[src/design/lpts_pkg.sv]
// Shared types, constants and the arctangent table of the pseudo timestamp core.
`default_nettype none

package lpts_pkg;

    localparam int TIME_W      = 62;
    localparam int DUR_W       = TIME_W + 1;
    localparam int CFG_INDEX_W = 2;

    localparam logic [CFG_INDEX_W-1:0] REG_START_NS = 2'd0;
    localparam logic [CFG_INDEX_W-1:0] REG_END_NS   = 2'd1;

    // Binary angles: 2^TURN_BITS units per full turn.
    localparam int TURN_BITS    = 32;
    localparam int ANGLE_W      = TURN_BITS + 2;
    localparam int PHASE_W      = TURN_BITS + 1;
    localparam int CORDIC_STEPS = 32;
    localparam int CORDIC_W     = 63;
    localparam int SCALE_POS    = 60;
    localparam int QLO_W        = 32;

    localparam logic signed [ANGLE_W-1:0] ANGLE_QUARTER = ANGLE_W'(1) << (TURN_BITS - 2);
    localparam logic signed [ANGLE_W-1:0] ANGLE_HALF    = ANGLE_W'(1) << (TURN_BITS - 1);
    localparam logic signed [ANGLE_W-1:0] ANGLE_FULL    = ANGLE_W'(1) << TURN_BITS;

    // atan(2^-i) in binary angle units, rounded to nearest
    localparam logic [29:0] ATAN_TURNS [CORDIC_STEPS] = '{
        30'h20000000, 30'h12E4051E, 30'h09FB385B, 30'h051111D4,
        30'h028B0D43, 30'h0145D7E1, 30'h00A2F61E, 30'h00517C55,
        30'h0028BE53, 30'h00145F2F, 30'h000A2F98, 30'h000517CC,
        30'h00028BE6, 30'h000145F3, 30'h0000A2FA, 30'h0000517D,
        30'h000028BE, 30'h0000145F, 30'h00000A30, 30'h00000518,
        30'h0000028C, 30'h00000146, 30'h000000A3, 30'h00000051,
        30'h00000029, 30'h00000014, 30'h0000000A, 30'h00000005,
        30'h00000003, 30'h00000001, 30'h00000001, 30'h00000000
    };

    // Exact angle for points lying on an axis
    typedef enum logic [1:0] {
        ANG_ZERO,
        ANG_HALF,
        ANG_POS_QUARTER,
        ANG_NEG_QUARTER
    } axis_angle_t;

    typedef struct packed {
        logic        valid;
        logic        on_axis;
        axis_angle_t angle;
    } pipe_ctl_t;

endpackage

`default_nettype wire

[src/design/lpts_interp.sv]
// Angle to scan fraction and time interpolation, six register stages ending in the output register.
`default_nettype none

module lpts_interp #(
    parameter int FRACTION_BITS = 16
) (
    input  wire logic                                 aclk,
    input  wire logic                                 aresetn,
    input  wire logic                                 en,
    input  wire lpts_pkg::pipe_ctl_t                  ctl_in,
    input  wire logic signed [lpts_pkg::ANGLE_W-1:0]  z_in,
    input  wire logic [lpts_pkg::TIME_W-1:0]          start_ns,
    input  wire logic [lpts_pkg::TIME_W-1:0]          end_ns,
    output logic                                      out_valid,
    output logic [lpts_pkg::TIME_W-1:0]               pseudo_time,
    output logic [FRACTION_BITS:0]                    scan_fraction
);

    localparam int FRAC_W  = FRACTION_BITS + 1;
    localparam int PHASE_W = lpts_pkg::PHASE_W;
    localparam int SUM_W   = PHASE_W + 1;
    localparam int QLO_W   = lpts_pkg::QLO_W;
    localparam int QHI_W   = lpts_pkg::DUR_W - FRACTION_BITS - QLO_W;
    localparam int PLO_W   = QLO_W + FRAC_W;
    localparam int PHI_W   = QHI_W + FRAC_W + 1;
    localparam int PR_W    = FRACTION_BITS + FRAC_W;
    localparam int TIME_W  = lpts_pkg::TIME_W;
    localparam int DUR_W   = lpts_pkg::DUR_W;
    localparam int STAGES  = 6;

    localparam logic [PHASE_W-1:0] PHASE_FULL = PHASE_W'(1) << lpts_pkg::TURN_BITS;
    localparam logic [SUM_W-1:0]   ROUND_HALF =
        SUM_W'(1) << (lpts_pkg::TURN_BITS - 1 - FRACTION_BITS);
    localparam logic [FRAC_W-1:0]  FRAC_ONE   = FRAC_W'(1) << FRACTION_BITS;

    logic [STAGES-1:0]                    valid_reg, valid_next;

    // stage 1: phase
    logic signed [lpts_pkg::ANGLE_W-1:0]  axis_z, z_sel, phase_sum;
    logic [PHASE_W-1:0]                   phase_reg, phase_next;

    // stage 2: fraction and duration split
    logic [SUM_W-1:0]                     round_sum, round_shr;
    logic signed [DUR_W-1:0]              dur;
    logic [FRAC_W-1:0]                    frac2_reg, frac2_next;
    logic [QLO_W-1:0]                     qlo_reg;
    logic signed [QHI_W-1:0]              qhi_reg;
    logic [FRACTION_BITS-1:0]             rem_reg;

    // stage 3: products
    logic signed [FRAC_W:0]               frac_s;
    logic [FRAC_W-1:0]                    frac3_reg;
    logic [PLO_W-1:0]                     plo_reg, plo_next;
    logic signed [PHI_W-1:0]              phi_reg, phi_next;
    logic [PR_W-1:0]                      pr_reg, pr_next;

    // stages 4 to 6: sums
    logic [FRAC_W-1:0]                    frac4_reg, frac5_reg, frac6_reg;
    logic [TIME_W-1:0]                    sum_reg, sum_next;
    logic [FRAC_W-1:0]                    rterm_reg;
    logic [TIME_W-1:0]                    off_reg, off_next;
    logic [TIME_W-1:0]                    time_reg, time_next;

    assign valid_next = {valid_reg[STAGES-2:0], ctl_in.valid};

    always_ff @(posedge aclk) begin
        if (!aresetn) begin
            valid_reg <= '0;
        end else if (en) begin
            valid_reg <= valid_next;
        end
    end

    always_comb begin
        case (ctl_in.angle)
            lpts_pkg::ANG_ZERO:        axis_z = '0;
            lpts_pkg::ANG_HALF:        axis_z = lpts_pkg::ANGLE_HALF;
            lpts_pkg::ANG_POS_QUARTER: axis_z = lpts_pkg::ANGLE_QUARTER;
            lpts_pkg::ANG_NEG_QUARTER: axis_z = -lpts_pkg::ANGLE_QUARTER;
            default:                   axis_z = '0;
        endcase
        z_sel     = ctl_in.on_axis ? axis_z : z_in;
        phase_sum = z_sel + lpts_pkg::ANGLE_HALF;
        // clamp to [0, one turn]
        if (phase_sum[lpts_pkg::ANGLE_W-1]) begin
            phase_next = '0;
        end else if (phase_sum > lpts_pkg::ANGLE_FULL) begin
            phase_next = PHASE_FULL;
        end else begin
            phase_next = phase_sum[PHASE_W-1:0];
        end
    end

    always_comb begin
        round_sum = {1'b0, phase_reg} + ROUND_HALF;
        round_shr = round_sum >> (lpts_pkg::TURN_BITS - FRACTION_BITS);
        if (round_shr > SUM_W'(FRAC_ONE)) begin
            frac2_next = FRAC_ONE;
        end else begin
            frac2_next = round_shr[FRAC_W-1:0];
        end
        dur = signed'({1'b0, end_ns}) - signed'({1'b0, start_ns});
    end

    assign frac_s   = signed'({1'b0, frac2_reg});
    assign plo_next = PLO_W'(qlo_reg) * PLO_W'(frac2_reg);
    assign phi_next = qhi_reg * frac_s;
    assign pr_next  = PR_W'(rem_reg) * PR_W'(frac2_reg);

    // only the low bits of the high product survive the time width
    assign sum_next  = {phi_reg[TIME_W-QLO_W-1:0], QLO_W'(0)} + TIME_W'(plo_reg);
    assign off_next  = sum_reg + TIME_W'(rterm_reg);
    assign time_next = start_ns + off_reg;

    always_ff @(posedge aclk) begin
        if (en) begin
            phase_reg <= phase_next;

            frac2_reg <= frac2_next;
            // floor(dur / 2^FB) split into a low unsigned and a high signed part
            qlo_reg   <= dur[FRACTION_BITS +: QLO_W];
            qhi_reg   <= dur[DUR_W-1 -: QHI_W];
            rem_reg   <= dur[FRACTION_BITS-1:0];

            frac3_reg <= frac2_reg;
            plo_reg   <= plo_next;
            phi_reg   <= phi_next;
            pr_reg    <= pr_next;

            frac4_reg <= frac3_reg;
            sum_reg   <= sum_next;
            rterm_reg <= pr_reg[PR_W-1 -: FRAC_W];

            frac5_reg <= frac4_reg;
            off_reg   <= off_next;

            frac6_reg <= frac5_reg;
            time_reg  <= time_next;
        end
    end

    assign out_valid     = valid_reg[STAGES-1];
    assign pseudo_time   = time_reg;
    assign scan_fraction = frac6_reg;

endmodule

`default_nettype wire

[config.mk]
export PLATFORM = sky130hd
export DESIGN_NAME = lpts_interp
export DESIGN_NICKNAME = d
export VERILOG_FILES = /design/src/design/lpts_pkg.sv /design/src/design/lpts_interp.sv
export SDC_FILE = /design/constraint.sdc
export NUM_CORES = 2
export LEC_CHECK = 0
export BUFFER_PORTS_ARGS = -buffer_cell sky130_fd_sc_hd__buf_2
export CAP_MARGIN = 5
export CORE_UTILIZATION = 59
export CTS_CLUSTER_DIAMETER = 200
export DETAILED_ROUTE_END_ITERATION = 8
export PLACE_DENSITY = 0.83
export SLEW_MARGIN = 5
export SYNTH_ARGS = -nofsm -noshare
export SYNTH_HDL_FRONTEND = slang
export SYNTH_SLANG_ARGS = --single-unit
[constraint.sdc]
create_clock -name aclk -period 7.15 [get_ports aclk]
set_input_delay 0 -clock aclk [delete_from_list [all_inputs] [get_ports aclk]]
set_output_delay 0 -clock aclk [all_outputs]
set_load 0.05 [all_outputs]
; Word level (Yosys, flattened, before mapping)
; Cells that the tools add are included.
[classes]
n_addsub = 6
mul = 3
magnitude_cmp = 2
n_eq_ne = 3
muxes = 3
reduce_logical = 2
[ops]
columns = op, count
row1 = $pmux W34 S4, 1
row2 = $sub A62 B62 Y63, 1
row3 = $add A62 B17 Y62, 1
row4 = $add A62 B49 Y62, 1
row5 = $add A62 B62 Y62, 1
row6 = $mul A32 B17 Y49, 1
row7 = $add A33 B16 Y34 const B, 1
row8 = $add A34 B33 Y34 const B, 1
row9 = $gt A34 B34 Y1 const B, 1
row10 = $mux W34, 1
row11 = $mul A16 B17 Y33, 1
row12 = $mux W33, 1
row13 = $mul A15 B18 Y30, 1
row14 = $gt A18 B17 Y1 const B, 1
row15 = $eq A2 B2 Y1 const B, 2
row16 = $eq A2 B1 Y1 const B, 1
row17 = $logic_not A2 Y1, 1
row18 = $reduce_or A2 Y1, 1
[totals]
reg_bits = 502
output_inout_bits = 80
wordCells = 37

; Depth between registers and ports, before layout
[logic_depth]
depth_word = 6
mapped_depth = 27
ltp_nobuf = 25

; Least setup slack after synthesis
; No wires, ideal clock.
[synth_path]
path_type = flip-flop to flip-flop
from = reg frac2_reg[13]
to = reg pr_reg[31], data pin
setup_time_ns = 0.258
arrival_ns = 6.355
setup_slack_ns = 0.537
stages_incl_launch_ff = 27
n_path_buf = 2
synth_period_minus_slack_ns = 6.613
cell_sequence = edfxtp_1 > clkbuf_1 > clkbuf_1 > nand2_1 > fa_1 > inv_1 > fa_1 > inv_1 > fa_1 > inv_1 > fa_1 > inv_1 > fa_1 > inv_1 > fa_1 > ha_1 > a2111oi_1 > nand2b_1 > a21oi_1 > a21oi_1 > o211ai_2 > a31oi_1 > a21o_1 > a21o_1 > a21o_1 > a21oi_1 > xnor2_1
[synth_between]
elab_chain_len = 1
[synth_rtl]
columns = item, line
row1 = start: declaration, lpts_interp.sv:45  ; logic [FRAC_W-1:0] frac2_reg, frac2_next;
row2 = start signal: assignment, lpts_interp.sv:119  ; frac2_reg <= frac2_next;
row3 = $mul A16 B17 Y33, lpts_interp.sv:108  ; assign pr_next = PR_W'(rem_reg) * PR_W'(frac2_reg);
row4 = named net pr_next[31], lpts_interp.sv:55  ; logic [PR_W-1:0] pr_reg, pr_next;
row5 = end signal: assignment, lpts_interp.sv:128  ; pr_reg <= pr_next;
row6 = end: declaration, lpts_interp.sv:55
; The timed path passes the listed nets, and every way through them passes these cells.
; A chain may end at the register's enable or synchronous reset.

; Final worst setup path
[layout_path]
from = reg qlo_reg[19]
to = reg plo_reg[46], data pin
[layout_between]
elab_chain_len = 1
[layout_rtl]
columns = item, line
row1 = start: declaration, lpts_interp.sv:46  ; logic [QLO_W-1:0] qlo_reg;
row2 = start signal: assignment, lpts_interp.sv:121  ; qlo_reg <= dur[FRACTION_BITS +: QLO_W];
row3 = $mul A32 B17 Y49, lpts_interp.sv:106  ; assign plo_next = PLO_W'(qlo_reg) * PLO_W'(frac2_reg);
row4 = named net plo_next[46], lpts_interp.sv:53  ; logic [PLO_W-1:0] plo_reg, plo_next;
row5 = end signal: assignment, lpts_interp.sv:126  ; plo_reg <= plo_next;
row6 = end: declaration, lpts_interp.sv:53
; The timed path passes the listed nets, and every way through them passes these cells.

==> impl_metrics.prom <==
# TYPE chip_impl_metric gauge
chip_impl_info{name="yosys_most_used_dff",value="sky130_fd_sc_hd__edfxtp_1"} 1
chip_impl_info{name="worstReg2RegEnd",value="plo_reg[46]"} 1
chip_impl_metric{name="reg2reg_setup_slack",unit="ps"} 270
chip_impl_info{name="most-common-layout-cells",value="sky130_fd_sc_hd__inv_1, sky130_fd_sc_hd__fa_1, sky130_fd_sc_hd__nand2_1"} 1
chip_impl_metric{name="routed-via-count",unit=""} 44000
chip_impl_metric{name="area.growth.synth_to_final",unit="%"} 11.1
chip_impl_info{name="critPathCaptureType",value="register"} 1
chip_impl_metric{name="dieHeight",unit="um"} 317
chip_impl_metric{name="max-cap-violations",unit=""} 0
chip_impl_metric{name="footprint_of_the_multi_input_gates",unit="um2"} 39000
chip_impl_info{name="whs_endpoint",value="qhi_reg[5]"} 1
chip_impl_metric{name="hold_depth",unit=""} 4
chip_impl_metric{name="seqCellArea",unit="um2"} 14100
chip_impl_metric{name="final_layout_size_suffix_gt1_share",unit="%"} 8.69
chip_impl_metric{name="floorplan.die.width",unit="um"} 317
chip_impl_metric{name="clock_buffers_created_by_tritoncts",unit=""} 51
chip_impl_metric{name="place_congestion",unit=""} 0.944
chip_impl_metric{name="initial_antenna_violation_count",unit=""} 5
chip_impl_metric{name="drtAntennaViolNets",unit=""} 0
chip_impl_metric{name="synth-edff-count",unit=""} 465
chip_impl_metric{name="cts.sink_count",unit=""} 471
chip_impl_metric{name="cts_max_level",unit=""} 2
chip_impl_metric{name="pin_count",unit=""} 245
chip_impl_metric{name="synth.yosys.warnings",unit=""} 0
chip_impl_metric{name="critical_path.n_buffers_inverters",unit=""} 3
chip_impl_info{name="setup.worst_path.start_class",value="register"} 1
chip_impl_metric{name="post_synth.cell_area_avg",unit="um2"} 9.77
chip_impl_info{name="critical_path_class",value="register to register"} 1
chip_impl_metric{name="floorplan.initialDensity",unit="%"} 59.4
chip_impl_metric{name="max-clock-path-buffers",unit=""} 3
chip_impl_metric{name="clkTransAtPathRegs",unit="ps"} 70
chip_impl_info{name="critPathTopFamily",value="adder cells"} 1
chip_impl_metric{name="fin_tns_setup",unit="ps"} 0
chip_impl_info{name="holdCritPathClass",value="primary input to register"} 1
chip_impl_info{name="critical-path-slowest-cell",value="sky130_fd_sc_hd__edfxtp_1"} 1
chip_impl_info{name="timing.critical_path.cells",value="nand2_1 -> fa_1 -> fa_1 -> fa_1 -> inv_1 -> fa_1 -> fa_1 -> inv_1 -> fa_1 -> inv_1 -> ha_1 -> and3_1 -> and3_1 -> a22oi_1 -> o2bb2ai_1 -> a21oi_1 -> o31a_1 -> a41o_1 -> a31oi_1 -> o21ai_1 -> a21oi_1 -> xnor2_1"} 1
chip_impl_metric{name="wire_length_of_the_first_global_routing_pass",unit="mm"} 241
chip_impl_metric{name="dp_hpwl",unit="mm"} 116
chip_impl_metric{name="placementRows",unit=""} 115
chip_impl_metric{name="ys_seq_area_share",unit="%"} 24.1
chip_impl_metric{name="wl",unit="mm"} 153
chip_impl_metric{name="critPathMaxFanout",unit=""} 11
chip_impl_info{name="mostFrequentLayoutCell",value="sky130_fd_sc_hd__inv_1"} 1
chip_impl_metric{name="timing.final.crit_period",unit="ps"} 6880
chip_impl_info{name="crit-reg2reg-launch",value="qlo_reg[19]"} 1
chip_impl_info{name="cts-root-buf",value="sky130_fd_sc_hd__clkbuf_16"} 1
chip_impl_metric{name="syn-num-nets",unit=""} 7479
chip_impl_metric{name="fill_cells",unit=""} 7135
chip_impl_metric{name="critical-path-max-stage-delay",unit="ps"} 720
chip_impl_metric{name="placement.io_buffers",unit=""} 244
chip_impl_metric{name="syn_area",unit="um2"} 58400
chip_impl_metric{name="largest_net_degree_at_the_start_of_global_routing",unit=""} 160
chip_impl_metric{name="design.core.area",unit="um2"} 98300
chip_impl_metric{name="first_global_vias",unit=""} 46200
chip_impl_metric{name="timing.critical_path.required",unit="ps"} 7560
chip_impl_metric{name="worstPathArrival",unit="ps"} 7300
chip_impl_metric{name="synth.ff_latch_count",unit=""} 471
chip_impl_metric{name="post-route-drc-count",unit=""} 0
chip_impl_info{name="run_status",value="completed"} 1
chip_impl_metric{name="floorplan.die_area",unit="um2"} 100000
chip_impl_metric{name="wl_per_cell",unit="um"} 20.1
chip_impl_metric{name="synthesis.instances",unit=""} 5978
chip_impl_metric{name="final_max_slew_viol_count",unit=""} 0
chip_impl_metric{name="post_drt_via_cell_ratio",unit=""} 5.77
chip_impl_metric{name="synth.distinct_cells",unit=""} 95
chip_impl_metric{name="detailedRoute.firstPassIterationCount",unit=""} 6
chip_impl_metric{name="postSynth.asyncResetShare",unit="%"} 0
chip_impl_metric{name="drt-initial-drc-count",unit=""} 4628
chip_impl_metric{name="post-route-period-util",unit="%"} 96.3
chip_impl_metric{name="max_freq",unit="MHz"} 145
chip_impl_info{name="timing.hold.worst.start",value="end_ns[53]"} 1
chip_impl_metric{name="grtUsageTotal",unit="%"} 31.0
chip_impl_metric{name="insertion_delay",unit="ps"} 670
chip_impl_metric{name="timing.clock.skew",unit="ps"} 32.4
chip_impl_info{name="critical-path-top-cell-by-count",value="sky130_fd_sc_hd__fa_1"} 1
chip_impl_metric{name="reg2regPathDepth",unit=""} 22
chip_impl_metric{name="grt_overflow_total",unit=""} 0
chip_impl_info{name="clock_tree_from_tritoncts",value="done"} 1
chip_impl_metric{name="final_nets",unit=""} 7808
chip_impl_metric{name="setup_viol",unit=""} 0
chip_impl_metric{name="final_hold_violation_count",unit=""} 0
chip_impl_metric{name="maxSlewHeadroom",unit="%"} 13.7
chip_impl_metric{name="worst_slew_pin_slew",unit="ps"} 1290
## worst max path at each step
stage	to	startpoint	slack (ps)	cells past startpoint
finish	plo_reg[46]	qlo_reg[19]	270	22
global route	plo_reg[41]	frac2_reg[5]	-40	24
CTS	phi_reg[28]	frac2_reg[11]	30	23
detailed placement	phi_reg[28]	frac2_reg[11]	80	24
global placement	phi_reg[28]	frac2_reg[11]	80	24
floorplan	pr_reg[31]	frac2_reg[13]	540	26
## through the flow
stage	hold WS, ps	util [%]	instance area, um2	cells	setup WS [ps]
after global routing	37.1	66.0	64900	7636	-35.6
after global placement	261	62.5	61400	7373	80.7
after detailed placement	276	62.5	61400	7373	79.1
after CTS	1.44	65.6	64500	7603	34.2
after floorplan	112	-	58400	5978	537
final	38.1	66.0	64900	7637	267
## cells in the mapped netlist, drive strengths merged, types with 46 or more instances
library cell	number	share of area (%)
edfxtp	465	24
ha	482	10
and2	424	4.5
nand3	66	0.57
fa	854	29
a21o	125	1.6
nor2	129	0.83
o21ai	137	1.2
inv	1148	7.4
nand2	813	5.2
a21oi	237	2.1
nand4	49	0.52
xor2	124	1.9
nor2b	46	0.51
xnor2	185	2.8
clkbuf	243	1.6
## cell type report
cell class | count | area share [%]
flip-flops and latches | 471 | 21.7
inverters | 1148 | 6.64
diodes | 1 | 0.00386
well taps | 1287 | 2.48
clock buffers | 61 | 2.07
multi-input cells | 4092 | 60.1
clock inverters | 34 | 0.594
repair buffers | 543 | 6.38
## layer usage
metal  global-route usage, %  part of all wire [%]
met1                    40.8                    38
met2                    50.0                    46
met3                    7.17                    12
met4                    11.9                   4.0
met5                       0                0.0059
## kinds of logic after synthesis
group / share of synthesized area [%]
AO/OA/AOI/OAI: 8.15
multiplexers: 0.156
buffers and inverters: 9.18
AND/OR/NAND/NOR: 14.2
XOR/XNOR: 4.63
flip-flops: 24.1
adder cells (fa/ha/maj): 39.6
## worst register-to-register path, cell delays in order, from the launching register on
cell,delay (ps)
sky130_fd_sc_hd__edfxtp_1,720
sky130_fd_sc_hd__nand2_1,170
sky130_fd_sc_hd__fa_1,540
sky130_fd_sc_hd__fa_1,520
sky130_fd_sc_hd__fa_1,520
sky130_fd_sc_hd__inv_1,60
sky130_fd_sc_hd__fa_1,490
sky130_fd_sc_hd__fa_1,490
sky130_fd_sc_hd__inv_1,50
sky130_fd_sc_hd__fa_1,510
sky130_fd_sc_hd__inv_1,50
sky130_fd_sc_hd__ha_1,320
sky130_fd_sc_hd__and3_1,220
sky130_fd_sc_hd__and3_1,220
sky130_fd_sc_hd__a22oi_1,160
sky130_fd_sc_hd__o2bb2ai_1,200
sky130_fd_sc_hd__a21oi_1,140
sky130_fd_sc_hd__o31a_1,340
sky130_fd_sc_hd__a41o_1,260
sky130_fd_sc_hd__a31oi_1,270
sky130_fd_sc_hd__o21ai_1,110
sky130_fd_sc_hd__a21oi_1,180
sky130_fd_sc_hd__xnor2_1,80
## timing repair
| action | in CTS | in global routing |
|---|---|---|
| setup endpoints to repair | 0 | 18 |
| resized for setup | 0 | 21 |
| endpoints found under the hold margin | 206 | 0 |
| setup buffers | 0 | 32 |
| hold buffers | 135 | 0 |
Power is not shown: default switching activity piles up to over one toggle a cycle in this logic, so the estimate is an artifact.
